==> src/kac_pkg.sv <==
// kac_pkg: shared types and constants for the keypad alarm controller
// holds the mode encoding, the controller state record and register reset values
// no dependencies
`timescale 1ns / 1ps

package kac_pkg;

    // operating modes, encoded as they appear on the mode output
    typedef enum logic [2:0] {
        MODE_DISARMED = 3'd0,
        MODE_ARMING   = 3'd1,
        MODE_ARMED    = 3'd2,
        MODE_MOTION   = 3'd3,
        MODE_ALARM    = 3'd4
    } mode_t;

    // configuration register indexes
    typedef enum logic [1:0] {
        REG_PASSCODE    = 2'd0,
        REG_ARM_DELAY   = 2'd1,
        REG_ENTRY_DELAY = 2'd2,
        REG_MAX_WRONG   = 2'd3
    } cfg_reg_t;

    // field widths
    localparam int CODE_W  = 14;
    localparam int SECS_W  = 6;
    localparam int WRONG_W = 3;
    localparam int DIGIT_W = 4;
    localparam int CFG_W   = CODE_W;

    // reset values of the configuration registers
    localparam logic [CODE_W-1:0]  PASSCODE_RST    = CODE_W'(1234);
    localparam logic [SECS_W-1:0]  ARM_DELAY_RST   = SECS_W'(5);
    localparam logic [SECS_W-1:0]  ENTRY_DELAY_RST = SECS_W'(5);
    localparam logic [WRONG_W-1:0] MAX_WRONG_RST   = WRONG_W'(3);

    // default code length in digits
    localparam int CODE_DIGITS_DEF = 4;

    // largest valid key digit and wrong-attempt saturation value
    localparam logic [DIGIT_W-1:0] DIGIT_MAX = DIGIT_W'(9);
    localparam logic [WRONG_W-1:0] WRONG_SAT = WRONG_W'(7);

    // controller state apart from the digit counter
    typedef struct packed {
        mode_t                mode;
        logic [SECS_W-1:0]    countdown;
        logic [CODE_W-1:0]    code_accum;
        logic [WRONG_W-1:0]   wrong_attempts;
        logic                 motion_seen;
        logic                 grant_pending;
        logic                 buzzer_on;
    } ctrl_state_t;

    // configuration seen by the next-state logic
    typedef struct packed {
        logic [CODE_W-1:0]  passcode;
        logic [SECS_W-1:0]  arm_delay;
        logic [SECS_W-1:0]  entry_delay;
        logic [WRONG_W-1:0] max_wrong;
    } ctrl_cfg_t;

    // one input sample
    typedef struct packed {
        logic               second_tick;
        logic               motion;
        logic               key_valid;
        logic [DIGIT_W-1:0] key_digit;
        logic               green_button;
        logic               red_button;
    } sample_t;

endpackage

==> src/kac_step.sv <==
// kac_step: next-state logic for one input sample of the alarm controller
// mode step, digit collection and code check, then the button wait
// depends on kac_pkg
`timescale 1ns / 1ps

module kac_step
    import kac_pkg::*;
#(
    parameter int CODE_DIGITS = CODE_DIGITS_DEF,
    parameter int DCNT_W      = (CODE_DIGITS > 1) ? $clog2(CODE_DIGITS) : 1
)
(
    input  ctrl_state_t       cur_state,
    input  logic [DCNT_W-1:0] cur_dcnt,
    input  ctrl_cfg_t         cfg,
    input  sample_t           smp,
    output ctrl_state_t       nxt_state,
    output logic [DCNT_W-1:0] nxt_dcnt
);

    localparam logic [DCNT_W-1:0] DCNT_LAST = DCNT_W'(CODE_DIGITS - 1);

    // mode change: clears code entry, loads countdown, alarm sets buzzer
    function automatic ctrl_state_t enter_mode(input ctrl_state_t s, input mode_t m,
                                               input ctrl_cfg_t c);
        ctrl_state_t r;
        r                = s;
        r.mode           = m;
        r.code_accum     = '0;
        r.wrong_attempts = '0;
        r.grant_pending  = 1'b0;
        if (m == MODE_ARMING)
        begin
            r.countdown = c.arm_delay;
        end
        else if (m == MODE_MOTION)
        begin
            r.countdown = c.entry_delay;
        end
        else if (m == MODE_ALARM)
        begin
            r.buzzer_on = 1'b1;
        end
        return r;
    endfunction

    ctrl_state_t         st;
    logic [DCNT_W-1:0]   dc;
    logic [SECS_W-1:0]   cd_dec;
    logic [CODE_W-1:0]   acc;
    logic                expired;

    always_comb
    begin
        st      = cur_state;
        dc      = cur_dcnt;
        acc     = '0;
        cd_dec  = (cur_state.countdown != '0) ? cur_state.countdown - SECS_W'(1) : '0;
        expired = (cd_dec == '0);

        if (!cur_state.grant_pending)
        begin
            // mode step: countdowns, motion edge, wrong-code limit
            case (cur_state.mode)
                MODE_ARMING:
                begin
                    if (smp.second_tick)
                    begin
                        st.countdown = cd_dec;
                        if (expired)
                        begin
                            st = enter_mode(st, MODE_ARMED, cfg);
                            dc = '0;
                        end
                    end
                end
                MODE_ARMED:
                begin
                    if (smp.motion)
                    begin
                        if (!cur_state.motion_seen)
                        begin
                            st.motion_seen = 1'b1;
                            st = enter_mode(st, MODE_MOTION, cfg);
                            dc = '0;
                        end
                    end
                    else
                    begin
                        st.motion_seen = 1'b0;
                    end
                end
                MODE_MOTION:
                begin
                    if (smp.second_tick)
                    begin
                        st.countdown = cd_dec;
                    end
                    if ((smp.second_tick && expired) ||
                        (cur_state.wrong_attempts >= cfg.max_wrong))
                    begin
                        st = enter_mode(st, MODE_ALARM, cfg);
                        dc = '0;
                    end
                end
                default:
                begin
                end
            endcase

            // digit collection and code check
            if (smp.key_valid && (smp.key_digit <= DIGIT_MAX))
            begin
                acc = (st.code_accum << 3) + (st.code_accum << 1)
                    + CODE_W'(smp.key_digit);
                if (dc == DCNT_LAST)
                begin
                    dc            = '0;
                    st.code_accum = '0;
                    if (acc == cfg.passcode)
                    begin
                        if (st.mode != MODE_ARMING)
                        begin
                            st.grant_pending = 1'b1;
                        end
                    end
                    else if ((st.mode == MODE_MOTION) && (st.wrong_attempts != WRONG_SAT))
                    begin
                        st.wrong_attempts = st.wrong_attempts + WRONG_W'(1);
                    end
                end
                else
                begin
                    dc            = dc + DCNT_W'(1);
                    st.code_accum = acc;
                end
            end
        end

        // button wait after an accepted code
        if (st.grant_pending)
        begin
            case (st.mode)
                MODE_ARMED:
                begin
                    if (smp.green_button)
                    begin
                        st = enter_mode(st, MODE_DISARMED, cfg);
                        dc = '0;
                    end
                end
                MODE_MOTION, MODE_ALARM:
                begin
                    if (smp.green_button)
                    begin
                        st.motion_seen = 1'b0;
                        st.buzzer_on   = 1'b0;
                        st = enter_mode(st, MODE_DISARMED, cfg);
                        dc = '0;
                    end
                end
                default:
                begin
                    if (smp.red_button)
                    begin
                        st = enter_mode(st, MODE_ARMING, cfg);
                        dc = '0;
                    end
                end
            endcase
        end

        nxt_state = st;
        nxt_dcnt  = dc;
    end

endmodule

==> src/keypad_alarm_controller.sv <==
// keypad_alarm_controller: keypad security alarm controller, top level
// a result beat is valid in the cycle after its input beat is accepted
// throughput: one input beat per cycle while results are read; the result register frees as it is read
// the state update for a sample is one pass of next-state logic into the state registers
// reset: mode disarmed, all counters and flags clear, no result held,
// configuration registers back to passcode 1234, delays 5 s, wrong limit 3
`timescale 1ns / 1ps

module keypad_alarm_controller
    import kac_pkg::*;
#(
    parameter int CODE_DIGITS = CODE_DIGITS_DEF
)
(
    input  logic               clk,
    input  logic               rst_n,
    // configuration write port
    input  logic               cfg_we,
    input  logic [1:0]         cfg_index,
    input  logic [CFG_W-1:0]   cfg_data,
    // input channel
    input  logic               in_valid,
    output logic               in_ready,
    input  logic               second_tick,
    input  logic               motion,
    input  logic               key_valid,
    input  logic [DIGIT_W-1:0] key_digit,
    input  logic               green_button,
    input  logic               red_button,
    // result channel
    output logic               out_valid,
    input  logic               out_ready,
    output logic [2:0]         mode,
    output logic               buzzer,
    output logic [SECS_W-1:0]  seconds_left,
    output logic [1:0]         digits_entered,
    output logic               awaiting_button,
    output logic [WRONG_W-1:0] wrong_count
);

    localparam int DCNT_W = (CODE_DIGITS > 1) ? $clog2(CODE_DIGITS) : 1;

    ctrl_cfg_t         cfg_reg;
    ctrl_state_t       state_reg;
    ctrl_state_t       state_next;
    logic [DCNT_W-1:0] dcnt_reg;
    logic [DCNT_W-1:0] dcnt_next;
    sample_t           smp;
    logic              in_fire;

    logic               out_valid_reg;
    logic [2:0]         mode_out_reg;
    logic               buzzer_out_reg;
    logic [SECS_W-1:0]  secs_out_reg;
    logic [1:0]         digits_out_reg;
    logic               await_out_reg;
    logic [WRONG_W-1:0] wrong_out_reg;

    // configuration registers
    always_ff @(posedge clk or negedge rst_n)
    begin
        if (!rst_n)
        begin
            cfg_reg.passcode    <= PASSCODE_RST;
            cfg_reg.arm_delay   <= ARM_DELAY_RST;
            cfg_reg.entry_delay <= ENTRY_DELAY_RST;
            cfg_reg.max_wrong   <= MAX_WRONG_RST;
        end
        else if (cfg_we)
        begin
            case (cfg_reg_t'(cfg_index))
                REG_PASSCODE:    cfg_reg.passcode    <= cfg_data;
                REG_ARM_DELAY:   cfg_reg.arm_delay   <= cfg_data[SECS_W-1:0];
                REG_ENTRY_DELAY: cfg_reg.entry_delay <= cfg_data[SECS_W-1:0];
                REG_MAX_WRONG:   cfg_reg.max_wrong   <= cfg_data[WRONG_W-1:0];
                default:
                begin
                end
            endcase
        end
    end

    // input beat handshake: take a sample whenever the result register can move
    assign in_ready = !out_valid_reg || out_ready;
    assign in_fire  = in_valid && in_ready;

    assign smp.second_tick  = second_tick;
    assign smp.motion       = motion;
    assign smp.key_valid    = key_valid;
    assign smp.key_digit    = key_digit;
    assign smp.green_button = green_button;
    assign smp.red_button   = red_button;

    // next-state logic
    kac_step #(
        .CODE_DIGITS (CODE_DIGITS),
        .DCNT_W      (DCNT_W)
    ) u_step (
        .cur_state (state_reg),
        .cur_dcnt  (dcnt_reg),
        .cfg       (cfg_reg),
        .smp       (smp),
        .nxt_state (state_next),
        .nxt_dcnt  (dcnt_next)
    );

    // controller state
    always_ff @(posedge clk or negedge rst_n)
    begin
        if (!rst_n)
        begin
            state_reg.mode           <= MODE_DISARMED;
            state_reg.countdown      <= '0;
            state_reg.code_accum     <= '0;
            state_reg.wrong_attempts <= '0;
            state_reg.motion_seen    <= 1'b0;
            state_reg.grant_pending  <= 1'b0;
            state_reg.buzzer_on      <= 1'b0;
            dcnt_reg                 <= '0;
        end
        else if (in_fire)
        begin
            state_reg <= state_next;
            dcnt_reg  <= dcnt_next;
        end
    end

    // result valid flag
    always_ff @(posedge clk or negedge rst_n)
    begin
        if (!rst_n)
        begin
            out_valid_reg <= 1'b0;
        end
        else if (in_fire)
        begin
            out_valid_reg <= 1'b1;
        end
        else if (out_ready)
        begin
            out_valid_reg <= 1'b0;
        end
    end

    // result payload, loaded with the updated state
    always_ff @(posedge clk)
    begin
        if (in_fire)
        begin
            mode_out_reg   <= state_next.mode;
            buzzer_out_reg <= state_next.buzzer_on;
            secs_out_reg   <= ((state_next.mode == MODE_ARMING) ||
                               (state_next.mode == MODE_MOTION)) ? state_next.countdown : '0;
            digits_out_reg <= 2'(dcnt_next);
            await_out_reg  <= state_next.grant_pending;
            wrong_out_reg  <= state_next.wrong_attempts;
        end
    end

    assign out_valid       = out_valid_reg;
    assign mode            = mode_out_reg;
    assign buzzer          = buzzer_out_reg;
    assign seconds_left    = secs_out_reg;
    assign digits_entered  = digits_out_reg;
    assign awaiting_button = await_out_reg;
    assign wrong_count     = wrong_out_reg;

endmodule

==> config.mk <==
export PLATFORM = sky130hd
export DESIGN_NAME = keypad_alarm_controller
export DESIGN_NICKNAME = d
export VERILOG_FILES = /design/src/kac_pkg.sv /design/src/kac_step.sv /design/src/keypad_alarm_controller.sv
export SDC_FILE = /design/constraint.sdc
export NUM_CORES = 1
export LEC_CHECK = 0
export BUFFER_PORTS_ARGS = -buffer_cell sky130_fd_sc_hd__buf_2
export CORE_UTILIZATION = 45
export CTS_BUF_LIST = sky130_fd_sc_hd__clkbuf_8 sky130_fd_sc_hd__clkbuf_16
export DETAILED_ROUTE_END_ITERATION = 8
export PLACE_DENSITY = 0.71
export SETUP_SLACK_MARGIN = 0.02
export SLEW_MARGIN = 40
export SYNTH_ARGS = -nofsm -noshare
export SYNTH_HDL_FRONTEND = slang
export SYNTH_HIERARCHICAL = 1
export SYNTH_SLANG_ARGS = --single-unit
==> constraint.sdc <==
create_clock -name clk -period 8.1 [get_ports clk]
set_input_delay 0 -clock clk [delete_from_list [all_inputs] [get_ports clk]]
set_output_delay 0 -clock clk [all_outputs]
set_load 0.05 [all_outputs]
==> metrics.yaml <==
ctsRootBufferMaster: "clkbuf_16"
crit_type: "reg -> reg"
port_buffers: 47
utilization_pct: 52.93
io-pin-count: 48
grt_usage_pct: 20.36
slew_headroom_pct: 52.15
syn_avg_cell_area_um2: 10.64
ant_nets: 0
grt_pass1_vias: 4083
num_antenna_cells: 0
cts_resized: 0
finish.instance_area_um2: 6070
syn_to_final_growth_pct: 14.55
tightest_slew_ps: 710.2
max_freq_ghz: 0.1615
use_met2_pct: 34.70
clockPowerShare_pct: 18.5
cellInternalPower_mw: 1.177
routed_wl_um: 11680
grt_max_degree: 61
fp.dieH_um: 110.5
hp-class: "in -> reg"
synthCells: 498
grt_busiest_layer: "met2"
largest_reg_flops: 29
die_x_um: 110.5
drive_above_1_share_pct: 29.41
pwr-share-seq_pct: 27.2
synth.net_count: 560
ys.warnings.count: 6
slowest_stage: "fa_1"
htreeDepth: 3
cpPeakStageDelay_ps: 540
worstSkewPairLatency_ps: 340
critPathLaunchType: "register"
post-route-min-period_ps: 6192
grt_pass1_wl_um: 20100
synth_area_um2: 5299
status: "finished, final reports clean"
placementRows: 39
worst-r2r-setup-slack_ps: 1910
ir_worst_vdd_mv: 0.1811
gp_congestion: 0.9359
power_mw: 2.000
nets: 618
timing.rr.end: "seconds_left[2]$_SDFFCE_PN0P_"
r2r-start: "state_reg[20]$_DFFE_PN0P_"
dr.pass1.iters: 4
antenna_found_initial: 0
cp_top_family: "compound AO/OA/AOI/OAI gates"
slew_viol_final: 0
crit_chain: "inv_1, ha_1, and4_2, nor3_2, nor4_4, a211oi_1, buf_4, and2_1, fa_1, ha_1, a211oi_2, o21ai_0, o21a_1, a221o_1, a21oi_1, xnor3_2, a41oi_4, o221ai_1, o21ai_0, nor2b_1, and2_1"
endpoint: "seconds_left[2]$_SDFFCE_PN0P_"
die-area_um2: 12210
grt_remaining_overflow: 0
cts_tree: "built"
drc_errors: 0
first_iter_violations: 208
worstPathMaxFanout: 19
timing.setup.tns_ps: 0
start_util_pct: 46.21
grt_util_met3_pct: 4.885
cts_num_sinks: 76
hold_viol: 0
fin_worst_skew_ps: 7.598
globalRouteMet1Util_pct: 25.41
setup_viol: 0
post_drt_wl_per_cell_um: 16.59
reg2reg_depth: 21
switching_share_pct: 41.13
rsz0062_at_grt: "false"
cp.required_ps: 8310
power_density_nw_per_um2: 329.5
cp-end-kind: "register"
maxCapViolations: 0
critPathLaunch: "state_reg[20]$_DFFE_PN0P_"
clock_path_buffers: 2
numCtsBuffers: 9
place_area_um2: 5612
crit_buf_inv: 2
crit_cells: 21
crit_arrival_ps: 6400
p_sw_mw: 0.8226
p_comb_share_pct: 54.2
fin_crit_sh_pct: 76.44
leakage_nw: 2.666
routed-via-count: 4087
core_um2: 11470
vias_per_cell: 5.805
cts.clk_slew.worst_paths_ps: 60
post-dp-hpwl_um: 8515
==> stage by stage <==
| step | hold slack, ps | setup slack (ps) | std cells |
|---|---|---|---|
| after floorplan | -295.6 | 2324 | 498 |
| after global placement | 208.8 | 2166 | 670 |
| after detailed placement | 212.8 | 1995 | 670 |
| after CTS | 83.37 | 1958 | 703 |
| after global routing | 108.6 | 1536 | 704 |
| final | 107.2 | 1908 | 704 |
==> per-layer routing <==
layer	vias to the layer above	share of wire (%)
met5	-	0
met4	0	1.7
met3	20	5.3
met2	131	50
met1	1994	43
li1	1942	-
==> tightest hold or removal path, stage by stage <==
cell and delay [ps]:
buf_2 110, mux2i_1 80, nor2_1 80, mux2_2 140
==> layout by cell type (no fill, tap or decap), drive strengths merged, types with 5 or more instances in the layout <==
| master | count |
|---|---|
| xnor2 | 16 |
| and2 | 22 |
| nor2 | 48 |
| a31oi | 5 |
| mux2i | 8 |
| a22oi | 19 |
| dfstp | 11 |
| dfrtp | 49 |
| clkbuf | 9 |
| mux2 | 65 |
| edfxtp | 16 |
| nor3 | 9 |
| nand3 | 10 |
| nand2 | 28 |
| a21oi | 28 |
| nor2b | 8 |
| buf | 52 |
| and3 | 5 |
| ha | 30 |
| o21ai | 16 |
| xor2 | 7 |
| inv | 14 |
| clkinv | 5 |
| dlygate4sd3 | 17 |
==> repair_timing <==
action	in CTS	in global routing
setup buffers	0	0
hold buffers	17	0
hold endpoints to repair	79	0
==> how the worst min path moves through the flow <==
stage | startpoint | end | slack (ps) | depth (start not counted)
floorplan | rst_n | cfg_reg[10]$_DFFE_PN0P_ | -300 | 0
global placement | in_valid | out_valid$_DFFE_PN0P_ | 210 | 2
detailed placement | in_valid | out_valid$_DFFE_PN0P_ | 210 | 2
CTS | motion | state_reg[2]$_DFFE_PN0P_ | 80 | 4
global route | motion | state_reg[2]$_DFFE_PN0P_ | 110 | 4
finish | motion | state_reg[2]$_DFFE_PN0P_ | 110 | 4
==> final cells by class <==
type | instances | area, um^2
Inverter | 13 | 48.80
Timing Repair Buffer | 69 | 446.7
Fill cell | 1007 | 5398
Clock buffer | 9 | 225.2
Tap cell | 143 | 178.9
Multi-Input combinational cell | 387 | 3123
Clock inverter | 7 | 51.30
Sequential cell | 76 | 1996
==> power groups by stage <==
stage               clock network, mW  logic [mW]  registers [mW]
global route                    0.399        1.20           0.554
finish                          0.371        1.09           0.544
floorplan                           0       0.849           0.552
detailed placement                  0        1.07           0.551
CTS                             0.382        1.08           0.545
global placement                    0        1.04           0.549
No activity file was read; power rests on OpenSTA's default activity.
